==> src/hdl/ppd_pkg.sv <==
// Package for the pedal position hysteresis detector: item types, register
// codes, pedal state codes and the divide-by-50 reciprocal constants. No dependencies.
package ppd_pkg;

   localparam int RatioWidth    = 16;
   localparam int PositionWidth = 8;

   // Rounding divides (ratio + 25) by 50 through a reciprocal multiply.
   // The reciprocal 83887 / 2^22 is exact for every dividend below 2^22 / 46.
   localparam int                 QuotWidth   = 11;
   localparam int                 SumWidth    = RatioWidth + 1;
   localparam int                 RecipShift  = 22;
   localparam logic [16:0]        RecipMult   = 17'd83887;
   localparam logic [SumWidth-1:0] RoundBias  = SumWidth'(25);
   localparam logic [15:0]        RatioDiv    = 16'd50;

   typedef enum logic [1:0] {
      CSR_LIFT_LOW   = 2'd0,
      CSR_LIFT_HIGH  = 2'd1,
      CSR_FLOOR_LOW  = 2'd2,
      CSR_FLOOR_HIGH = 2'd3
   } csr_index_type;

   typedef enum logic [1:0] {
      PEDAL_LIFTED  = 2'd0,
      PEDAL_PARTIAL = 2'd1,
      PEDAL_FLOORED = 2'd2
   } pedal_code_type;

   typedef struct packed {
      logic [RatioWidth-1:0]    pedal_ratio;
      logic [PositionWidth-1:0] limiter_position;
      logic [PositionWidth-1:0] regulator_position;
      logic                     my_dynamic;
      logic                     my_static;
   } req_type;

   typedef struct packed {
      logic [PositionWidth-1:0] relative_position;
      logic                     foot_lifted;
      logic                     foot_floored;
      logic [1:0]               pedal_state;
      logic                     foot_lifted_final;
   } rsp_type;

   typedef struct packed {
      logic [RatioWidth-1:0] lift_low;
      logic [RatioWidth-1:0] lift_high;
      logic [RatioWidth-1:0] floor_low;
      logic [RatioWidth-1:0] floor_high;
   } cfg_type;

   // Payload between the position stage and the detector stage.
   typedef struct packed {
      logic [RatioWidth-1:0]    pedal_ratio;
      logic [PositionWidth-1:0] position;
      logic                     freeze;
   } pos_type;

endpackage

==> src/hdl/ppd_position.sv <==
// Position stage: rounds the ratio by 50, floors at the regulator and caps at
// the limiter, and registers the result. Depends on ppd_pkg.
module ppd_position
   import ppd_pkg::*;
(
   input  logic    clock,
   input  logic    load,
   input  req_type item,
   output pos_type pos_out
);

   logic [SumWidth-1:0]             round_sum;
   logic [SumWidth+17-1:0]          product;
   logic [QuotWidth-1:0]            quotient;
   logic [QuotWidth-1:0]            floored;
   logic [QuotWidth-1:0]            capped;
   pos_type                         pos_in;
   pos_type                         pos_ff;

   always_comb begin
      round_sum = SumWidth'(item.pedal_ratio) + RoundBias;
      product   = (SumWidth+17)'(round_sum) * (SumWidth+17)'(RecipMult);
      quotient  = product[RecipShift +: QuotWidth];
      // raise to the regulator first, then cap so the limiter wins
      floored = (quotient < QuotWidth'(item.regulator_position)) ?
                QuotWidth'(item.regulator_position) : quotient;
      capped  = (floored > QuotWidth'(item.limiter_position)) ?
                QuotWidth'(item.limiter_position) : floored;
      pos_in.pedal_ratio = item.pedal_ratio;
      pos_in.position    = capped[PositionWidth-1:0];
      pos_in.freeze      = item.my_dynamic | item.my_static;
   end

   always_ff @(posedge clock) begin
      if (load) begin
         pos_ff <= pos_in;
      end
   end

   assign pos_out = pos_ff;

endmodule

==> src/hdl/ppd_detect.sv <==
// Detector stage: three hysteresis comparators and the pedal state code; its
// registers are both the held state and the result payload. Depends on ppd_pkg.
module ppd_detect
   import ppd_pkg::*;
(
   input  logic    clock,
   input  logic    reset,
   input  logic    load,
   input  pos_type pos_in,
   input  cfg_type cfg,
   output rsp_type result
);

   rsp_type     result_in;
   rsp_type     result_ff;
   logic [15:0] pos_next_x50;
   logic [15:0] pos_x50;
   logic        lifted;
   logic        floored;
   logic        final_lifted;

   always_comb begin
      // pos < floor(lo/50) is 50*(pos+1) <= lo; pos > floor(hi/50) is 50*pos > hi
      pos_x50      = 16'(pos_in.position) * RatioDiv;
      pos_next_x50 = pos_x50 + RatioDiv;

      if (pos_in.pedal_ratio < cfg.lift_low) begin
         lifted = 1'b1;
      end else if (pos_in.pedal_ratio > cfg.lift_high) begin
         lifted = 1'b0;
      end else begin
         lifted = result_ff.foot_lifted;
      end

      if (pos_in.pedal_ratio > cfg.floor_high) begin
         floored = 1'b1;
      end else if (pos_in.pedal_ratio < cfg.floor_low) begin
         floored = 1'b0;
      end else begin
         floored = result_ff.foot_floored;
      end

      if (pos_next_x50 <= cfg.lift_low) begin
         final_lifted = 1'b1;
      end else if (pos_x50 > cfg.lift_high) begin
         final_lifted = 1'b0;
      end else begin
         final_lifted = result_ff.foot_lifted_final;
      end

      result_in.relative_position = pos_in.position;
      result_in.foot_lifted       = lifted;
      result_in.foot_floored      = floored;
      result_in.foot_lifted_final = final_lifted;
      if (lifted) begin
         result_in.pedal_state = PEDAL_LIFTED;
      end else if (floored) begin
         result_in.pedal_state = PEDAL_FLOORED;
      end else begin
         result_in.pedal_state = PEDAL_PARTIAL;
      end
   end

   // hold everything while a test bed flag is set
   always_ff @(posedge clock) begin
      if (reset) begin
         result_ff <= '0;
      end else if (load && !pos_in.freeze) begin
         result_ff <= result_in;
      end
   end

   assign result = result_ff;

endmodule

==> src/hdl/pedal_position_hysteresis_detector.sv <==
// Top level of the pedal position hysteresis detector: handshakes, input
// register, threshold registers. Depends on ppd_pkg, ppd_position, ppd_detect.
//
//   port group   direction  handshake              payload
//   req_         in         req_valid / req_ready  req_data  (req_type)
//   rsp_         out        rsp_valid / rsp_ready  rsp_data  (rsp_type)
//   csr_         in         csr_valid / csr_ready  csr_index, csr_data
//
// Each item passes three registers: input, position, result, and appears on
// rsp_ from the result register; one item can enter every cycle unless a
// low rsp_ready stalls the pipeline. The hysteresis flags feed back within the
// result stage, so only a held-low rsp_ready stalls the input.
// Reset clears the stage valids, the thresholds and the held result to zero.
// A stalled rsp_ready fills the three stages, then drops req_ready.
module pedal_position_hysteresis_detector
   import ppd_pkg::*;
(
   input  logic                  clock,
   input  logic                  reset,

   input  logic                  req_valid,
   output logic                  req_ready,
   input  req_type               req_data,

   output logic                  rsp_valid,
   input  logic                  rsp_ready,
   output rsp_type               rsp_data,

   input  logic                  csr_valid,
   output logic                  csr_ready,
   input  logic [1:0]            csr_index,
   input  logic [RatioWidth-1:0] csr_data
);

   req_type req_ff;
   logic    in_valid_ff;
   logic    pos_valid_ff;
   logic    out_valid_ff;
   logic    out_adv;
   logic    pos_adv;
   logic    in_adv;
   logic    req_take;
   cfg_type cfg_ff;
   cfg_type cfg_in;
   pos_type pos_item;

   // advance a stage when the next one is empty or draining
   assign out_adv   = !out_valid_ff || rsp_ready;
   assign pos_adv   = !pos_valid_ff || out_adv;
   assign in_adv    = !in_valid_ff  || pos_adv;
   assign req_ready = in_adv;
   assign req_take  = req_valid && req_ready;

   always_ff @(posedge clock) begin
      if (reset) begin
         in_valid_ff  <= 1'b0;
         pos_valid_ff <= 1'b0;
         out_valid_ff <= 1'b0;
      end else begin
         if (in_adv) begin
            in_valid_ff <= req_valid;
         end
         if (pos_adv) begin
            pos_valid_ff <= in_valid_ff;
         end
         if (out_adv) begin
            out_valid_ff <= pos_valid_ff;
         end
      end
   end

   // hold the input item until the position stage takes it
   always_ff @(posedge clock) begin
      if (req_take) begin
         req_ff <= req_data;
      end
   end

   // threshold registers; every write is taken at once
   assign csr_ready = 1'b1;

   always_comb begin
      cfg_in = cfg_ff;
      if (csr_valid) begin
         case (csr_index_type'(csr_index))
            CSR_LIFT_LOW:   cfg_in.lift_low   = csr_data;
            CSR_LIFT_HIGH:  cfg_in.lift_high  = csr_data;
            CSR_FLOOR_LOW:  cfg_in.floor_low  = csr_data;
            CSR_FLOOR_HIGH: cfg_in.floor_high = csr_data;
            default:        cfg_in = cfg_ff;
         endcase
      end
   end

   always_ff @(posedge clock) begin
      if (reset) begin
         cfg_ff <= '0;
      end else begin
         cfg_ff <= cfg_in;
      end
   end

   ppd_position u_position (
      .clock   (clock),
      .load    (pos_adv && in_valid_ff),
      .item    (req_ff),
      .pos_out (pos_item)
   );

   // the detector registers double as the held state across frozen items
   ppd_detect u_detect (
      .clock  (clock),
      .reset  (reset),
      .load   (out_adv && pos_valid_ff),
      .pos_in (pos_item),
      .cfg    (cfg_ff),
      .result (rsp_data)
   );

   assign rsp_valid = out_valid_ff;

endmodule
==> config.mk <==
export PLATFORM = sky130hd
export DESIGN_NAME = pedal_position_hysteresis_detector
export DESIGN_NICKNAME = d
export VERILOG_FILES = /design/src/hdl/ppd_pkg.sv /design/src/hdl/ppd_position.sv /design/src/hdl/ppd_detect.sv /design/src/hdl/pedal_position_hysteresis_detector.sv
export SDC_FILE = /design/constraint.sdc
export NUM_CORES = 1
export LEC_CHECK = 0
export BUFFER_PORTS_ARGS = -buffer_cell sky130_fd_sc_hd__buf_2
export CAP_MARGIN = 20
export CELL_PAD_IN_SITES_DETAIL_PLACEMENT = 1
export CELL_PAD_IN_SITES_GLOBAL_PLACEMENT = 1
export CORE_AREA = 3 3 175 177
export CTS_BUF_LIST = sky130_fd_sc_hd__clkbuf_8
export CTS_CLUSTER_DIAMETER = 40
export DETAILED_ROUTE_END_ITERATION = 7
export DIE_AREA = 0 0 178 180
export PLACE_DENSITY_LB_ADDON = 0.1
export SETUP_SLACK_MARGIN = 0.02
export SLEW_MARGIN = 20
export SYNTH_ARGS = -nofsm -noshare
export SYNTH_HDL_FRONTEND = slang
export SYNTH_SLANG_ARGS = --single-unit
==> constraint.sdc <==
create_clock -name clock -period 12.25 [get_ports clock]
set_input_delay 3.675 -clock clock [delete_from_list [all_inputs] [get_ports clock]]
set_output_delay 3.675 -clock clock [all_outputs]
set_load 0.02 [all_outputs]
==> qor.tcl, run 1 <==
set qor(fin_setup_tns_ns) 0
set qor(hold_viol_final) 0
set qor(post_cts_buffers) 0
set qor(antenna_found_initial) 0
set qor(cts_buffer_depth) 2
set qor(critical_path_required_ns) 12.46
set qor(first_global_vias) 12252
set qor(finalClockSkew_ns) 0.0206
set qor(setup_viol) 0
set qor(final_max_slew_viol_count) 0
set qor(critical_path_class) {register to register}
set qor(boundaryPins) 73
set qor(timing.critical_path.fanout_max) 8
set qor(post_cts_resized) 0
set qor(insertedDiodeCount) 0
set qor(synth_simple_gate_area_share) 0.104
set qor(drt_iter0_drc) 415
set qor(arrival_ns) 11.62
set qor(clock_insertion_delay_worst_skew_ns) 0.47
set qor(hold_depth) 2
set qor(chipWidth_um) 178
set qor(crit_path_top_delay_cell) {sky130_fd_sc_hd__fa_1}
set qor(yosys-mux-area-fraction) 0.0174
set qor(detailroute.via_count) 11112
set qor(drtAntennaViolNets) 0
set qor(htree_levels) 4
set qor(floorplan.rows) 63
set qor(vias_per_cell) 5.35
set qor(synth_enable_flop_cells) 59
set qor(syn_inst) 1599
set qor(fraction_of_the_mapped_netlist_area_in_compound_gates) 0.118
set qor(synth_cell_types) 65
set qor(synth_seq_cells) 139
set qor(synth.net_count) 2036
set qor(cts_tree) {yes}
set qor(max_slew.worst_pin.slew_ns) 1.08
set qor(fin_crit_sh) 0.931
set qor(clk_transition_reported_paths_ns) 0.08
set qor(wl_per_cell_um) 19.3
set qor(drcViolationCount) 0
set qor(floorplan.core_area_mm2) 0.0294
set qor(cts-buffers-inserted) 17
set qor(worst_r2r_path_depth) 43
set qor(starting_utilization_of_the_core_area) 0.492
set qor(cts_root_buffer) {sky130_fd_sc_hd__clkbuf_8}
set qor(crit_path_end_kind) {register}
set qor(nets) 2110
set qor(drv_cap) 0
set qor(yosys.area_share.adder) 0.383
set qor(gp_congestion) 0.909
set qor(yosys_most_used_dff) {sky130_fd_sc_hd__dfxtp_1}
set qor(synth.top_cells.by_area) {sky130_fd_sc_hd__ha_1 24%, sky130_fd_sc_hd__fa_1 14%, sky130_fd_sc_hd__edfxtp_1 12%}
set qor(synth.yosys.seq_area_share) 0.233
set qor(synth_top_cell_by_area) {sky130_fd_sc_hd__ha_1}
set qor(run_status) {complete, no violations}
set qor(numClockSinks) 139
set qor(final-seq-area_mm2) 0.00337
set qor(syn_area_mm2) 0.0145
set qor(buffer_ports.inserted) 71
set qor(n_fill_cell) 3497
set qor(grt_overflow_total) 0
set qor(yosys_warnings) 0
set qor(min_period_ns) 11.41
set qor(fmax_ghz) 0.0877
set qor(detail_route.wirelength_mm) 40.1
set qor(multi_input_area_mm2) 0.00972
set qor(critPathMaxStageDelay_ns) 0.62
set qor(ffs_w_async_s_r_synth) 0
set qor(synth_top_family_by_area) {adder cells}
set qor(area_growth_pct) 8.44
set qor(grt_util_all_layers) 0.261
set qor(synth_largest_type_area_fraction) 0.239
set qor(relSlewSlack) 0.277
set qor(synth_xor_xnor_area_share) 0.0478
set qor(hold_path.class) {register to register}
set qor(drt_pass1_iterations) 5
set qor(cts_hold_buf) 0
set qor(grt_first_pass_wirelength_mm) 65.1
set qor(design.die.area_mm2) 0.0320
set qor(rsz0062_at_grt) {no}
set qor(post_route_cells_drive_above_1_share) 0.0866
set qor(dp.final_hpwl_mm) 34.0
set qor(critical_path_source_type) {register}
set qor(grt_start_max_net_pins) 81
set qor(postSynthAreaPerCell_um2) 9.05
set qor(die-height_um) 180
==> Yosys cell counts, drive strengths merged, types with 2 or more instances <==
cell,n
a21o,37
nor3b,2
a311oi,3
dfxtp,80
and2,2
o21ai,33
nand3,16
xnor2,54
nor2b,11
a31oi,6
o22ai,4
nand4,21
xor2,25
nor4,5
clkinv,5
inv,339
and3,7
nor2,55
clkbuf,26
and4,7
a21boi,4
edfxtp,59
nand2,179
o211ai,3
nand2b,7
nor3,6
o21bai,10
or3b,3
a2111oi,2
o21a,13
fa,104
or2,7
a211oi,11
mux2i,15
a21oi,126
a221oi,2
ha,276
o31ai,4
buf,2
o2111ai,3
mux2,9
a211o,6
==> final timing paths <==
kind	from	to	slack, ns
max	req_ff[18]	u_position.pos_out[1]	0.84
min	u_detect.result[10]	u_detect.result[10]	0.46
max reg2reg	req_ff[18]	u_position.pos_out[1]	0.84
min reg2reg	u_detect.result[10]	u_detect.result[10]	0.46
==> cells in the final DEF, fill, tap and decap left out, types with 13 or more instances in the layout <==
cell	netlist	final
sky130_fd_sc_hd__o21a_1	13	13
sky130_fd_sc_hd__nand2_1	179	179
sky130_fd_sc_hd__nand3_1	16	16
sky130_fd_sc_hd__dfxtp_1	80	80
sky130_fd_sc_hd__clkbuf_8	0	17
sky130_fd_sc_hd__nor2_1	54	53
sky130_fd_sc_hd__nand4_1	21	21
sky130_fd_sc_hd__fa_1	104	104
sky130_fd_sc_hd__o21ai_0	31	31
sky130_fd_sc_hd__buf_2	0	71
sky130_fd_sc_hd__inv_1	337	338
sky130_fd_sc_hd__xnor2_1	54	54
sky130_fd_sc_hd__mux2i_1	15	15
sky130_fd_sc_hd__xor2_1	25	25
sky130_fd_sc_hd__a21o_1	37	37
sky130_fd_sc_hd__edfxtp_1	59	59
sky130_fd_sc_hd__ha_1	276	276
sky130_fd_sc_hd__a21oi_1	125	125
==> kinds of logic (layout without fill, tap and decap cells) <==
group | count (synthesis) | in the layout
fa+ha+maj | 380 | 380
buf+inv | 372 | 459
simple gates | 332 | 332
compound gates | 272 | 272
flops | 139 | 139
xor+xnor | 79 | 79
mux | 24 | 24
other cells | 1 | 1
==> through the flow <==
step            util  instance area [µm²]  cells  hold slack [ns]  worst slack (ns)
3_5_place_dp   0.521                15300   2044            0.448             0.965
6_report       0.534                15700   2076            0.459             0.841
5_1_grt        0.534                15700   2076            0.475             0.105
4_1_cts        0.534                15700   2076            0.460             0.878
3_3_place_gp   0.521                15300   2044            0.442              1.28
2_1_floorplan      -                14500   1599            0.424              1.69
==> metal layers <==
metal / global-route usage / vias up / part of all wire
met3: 0.0283 / 64 / 0.019
li1: - / 5400 / -
met4: 0.105 / 0 / 0.041
met2: 0.469 / 136 / 0.52
met5: 0 / - / 0
met1: 0.315 / 5512 / 0.42
==> flip-flops by register name, indices dropped and copies added (netlist names) <==
| register | cells |
|---|---|
| cfg_ff | 64 |
| req_ff | 34 |
| u_position.pos_out | 25 |
| u_detect.result | 13 |
| in_valid_ff | 1 |
| pos_valid_ff | 1 |
| rsp_valid | 1 |
==> cell type report <==
| type | instances | area share |
|---|---|---|
| inverter | 344 | 0.0823 |
| clock inverter | 15 | 0.00885 |
| timing repair buffer | 83 | 0.0284 |
| clock buffer | 17 | 0.0149 |
| sequential | 139 | 0.215 |
| multi-input combinational | 1088 | 0.619 |
| tap | 390 | 0.0311 |
==> worst max-delay path, delay by kind of cell (launching register included) <==
| family | cells | cell delay (ns) |
|---|---|---|
| AND/OR/NAND/NOR | 7 | 1.33 |
| buffers and inverters | 7 | 0.77 |
| adder cells (fa/ha/maj) | 9 | 3.87 |
| AO/OA/AOI/OAI | 15 | 3.25 |
| flip-flops | 1 | 0.50 |
| XOR/XNOR | 3 | 0.65 |
| multiplexers | 2 | 0.77 |
Power of run 1 is not shown: default switching activity piles up to over one toggle a cycle in this logic, so the estimate is an artifact.
==> run 2: changes to the inputs <==
--- a/config.mk
+++ b/config.mk
@@ -9,12 +9,13 @@
 export CAP_MARGIN = 20
 export CELL_PAD_IN_SITES_DETAIL_PLACEMENT = 1
 export CELL_PAD_IN_SITES_GLOBAL_PLACEMENT = 1
-export CORE_AREA = 3 3 175 177
+export CORE_AREA = 2 2 174 176
 export CTS_BUF_LIST = sky130_fd_sc_hd__clkbuf_8
 export CTS_CLUSTER_DIAMETER = 40
 export DETAILED_ROUTE_END_ITERATION = 7
-export DIE_AREA = 0 0 178 180
+export DIE_AREA = 0 0 176 178
 export PLACE_DENSITY_LB_ADDON = 0.1
+export RECOVER_POWER = 50
 export SETUP_SLACK_MARGIN = 0.02
 export SLEW_MARGIN = 20
 export SYNTH_ARGS = -nofsm -noshare
==> run 2 against run 1 <==
Net effect:
- the flow now finishes with violations (max-capacitance violations, max-slew violations)
- critical path depth shrank 1
- final cell count is the same
- maximum frequency shrank 0.73%
- die area shrank 2.2%
- final area is essentially flat
==> qor.tcl, run 2 (synthesized netlist as in run 1, its figures left out) <==
set qor(first_global_vias) 12181
set qor(fin_crit_sh) 0.938
set qor(finalClockSkew_ns) 0.0186
set qor(floorplan.rows) 63
set qor(drv_cap) 1
set qor(cts_tree) {yes}
set qor(routed.top_layer) {met4}
set qor(cts-buffers-inserted) 17
set qor(grt_start_max_net_pins) 81
set qor(grt_overflow_total) 0
set qor(drt_iter0_drc) 434
set qor(crit_path_end_kind) {register}
set qor(critPathMaxStageDelay_ns) 0.56
set qor(fmax_ghz) 0.0870
set qor(insertedDiodeCount) 0
set qor(violations) {max-capacitance violations, max-slew violations}
set qor(hold_path.class) {register to register}
set qor(htree_levels) 4
set qor(cts_hold_buf) 0
set qor(run_status) {finished, violations left}
set qor(drcViolationCount) 0
set qor(critical_path_required_ns) 12.46
set qor(grt_first_pass_wirelength_mm) 64.2
set qor(layout_common_cells) {340 x sky130_fd_sc_hd__inv_1, 276 x sky130_fd_sc_hd__ha_1, 179 x sky130_fd_sc_hd__nand2_1, 125 x sky130_fd_sc_hd__a21oi_1, 104 x sky130_fd_sc_hd__fa_1}
set qor(clk_transition_reported_paths_ns) 0.07
set qor(hold_viol_final) 0
set qor(grt_util_all_layers) 0.266
set qor(design.die.area_mm2) 0.0313
set qor(floorplan.core_area_mm2) 0.0294
set qor(nets) 2110
set qor(post_cts_resized) 0
set qor(buffer_ports.inserted) 71
set qor(rsz0062_at_grt) {no}
set qor(dp.final_hpwl_mm) 34.0
set qor(post_route_cells_drive_above_1_share) 0.0819
set qor(top_register) {cfg_ff}
set qor(relSlewSlack) -1.53
set qor(area_growth_pct) 8.41
set qor(drt_pass1_iterations) 4
set qor(detail_route.wirelength_mm) 39.8
set qor(wl_per_cell_um) 19.2
set qor(arrival_ns) 11.70
set qor(cts_root_buffer) {sky130_fd_sc_hd__clkbuf_8}
set qor(critical_path_class) {register to register}
set qor(cts_buffer_depth) 2
set qor(numClockSinks) 139
set qor(met2RoutedLength_mm) 21.2
set qor(drtAntennaViolNets) 0
set qor(antenna_found_initial) 0
set qor(final_max_slew_viol_count) 81
set qor(critical_path_source_type) {register}
set qor(min_period_ns) 11.49
set qor(setup_viol) 0
set qor(clock_insertion_delay_worst_skew_ns) 0.47
set qor(boundaryPins) 73
set qor(die-height_um) 178
set qor(drt-met1-wl_mm) 16.5
set qor(chipWidth_um) 176
set qor(post_cts_buffers) 0
set qor(vias_per_cell) 5.37
set qor(largest_register_ff_count) 64
set qor(gp_congestion) 0.902
set qor(fin_setup_tns_ns) 0
set qor(starting_utilization_of_the_core_area) 0.492
set qor(timing.critical_path.fanout_max) 8
set qor(max_slew.worst_pin.slew_ns) 3.80
set qor(met3WireLength_um) 616
set qor(crit_path_top_delay_cell) {sky130_fd_sc_hd__fa_1}
set qor(final_common_cell) {sky130_fd_sc_hd__inv_1}
set qor(detailroute.via_count) 11151
run 2: cell count changes in the layout (fill, tap and decap cells not counted), moves of 2 or more:
cell and change:
sky130_fd_sc_hd__buf_2 -4, sky130_fd_sc_hd__inv_8 -2, sky130_fd_sc_hd__clkbuf_1 +6, sky130_fd_sc_hd__inv_1 +2, sky130_fd_sc_hd__clkinv_4 -2, sky130_fd_sc_hd__buf_4 -2
sky130_fd_sc_hd__inv_4 +2
run 2: final timing paths:
path         startpoint               endpoint  slack (ns)  depth (start not counted)
max          req_ff[18]  u_position.pos_out[1]        0.76                         42
min reg2reg  cfg_ff[51]             cfg_ff[51]        0.46                          2
max reg2reg  req_ff[18]  u_position.pos_out[1]        0.76                         42
min          cfg_ff[51]             cfg_ff[51]        0.46                          2
run 2: critical path: cells and delay by family (launching register included):
kind,cells,cell delay (ns)
and+or+nand+nor,7,1.23
xor gates and xnor gates,3,0.98
muxes,2,0.77
adders and majority gates,9,3.80
buffers and inverters,6,0.72
AOI/OAI and AO/OA,15,3.24
DFF,1,0.50
run 2: metal layers:
metal | GRT usage | vias to the layer above
li1 | - | 5413
met1 | 0.309 | 5567
met2 | 0.506 | 118
met3 | 0.0237 | 53
met4 | 0.105 | 0
met5 | 0 | -
run 2: through the flow:
stage,hold WS (ns),cell area (µm²),worst slack [ns],std cells,utilization
4_1_cts,0.459,15700,0.807,2076,0.534
5_1_grt,0.479,15700,0.0246,2076,0.533
3_3_place_gp,0.441,15300,1.25,2044,0.521
6_report,0.459,15700,0.757,2076,0.533
2_1_floorplan,0.424,14500,1.69,1599,-
3_5_place_dp,0.449,15300,0.913,2044,0.521
run 2: area by class of cell:
cell class / instances / area (µm²)
clock buffers: 17 / 234
clock inverters: 15 / 146
fillers: 3470 / 13700
inverters: 344 / 1290
multi-input cells: 1088 / 9720
flip-flops and latches: 139 / 3370
well taps: 390 / 488
repair buffers: 83 / 433
Power of run 2 is left out for the same reason.
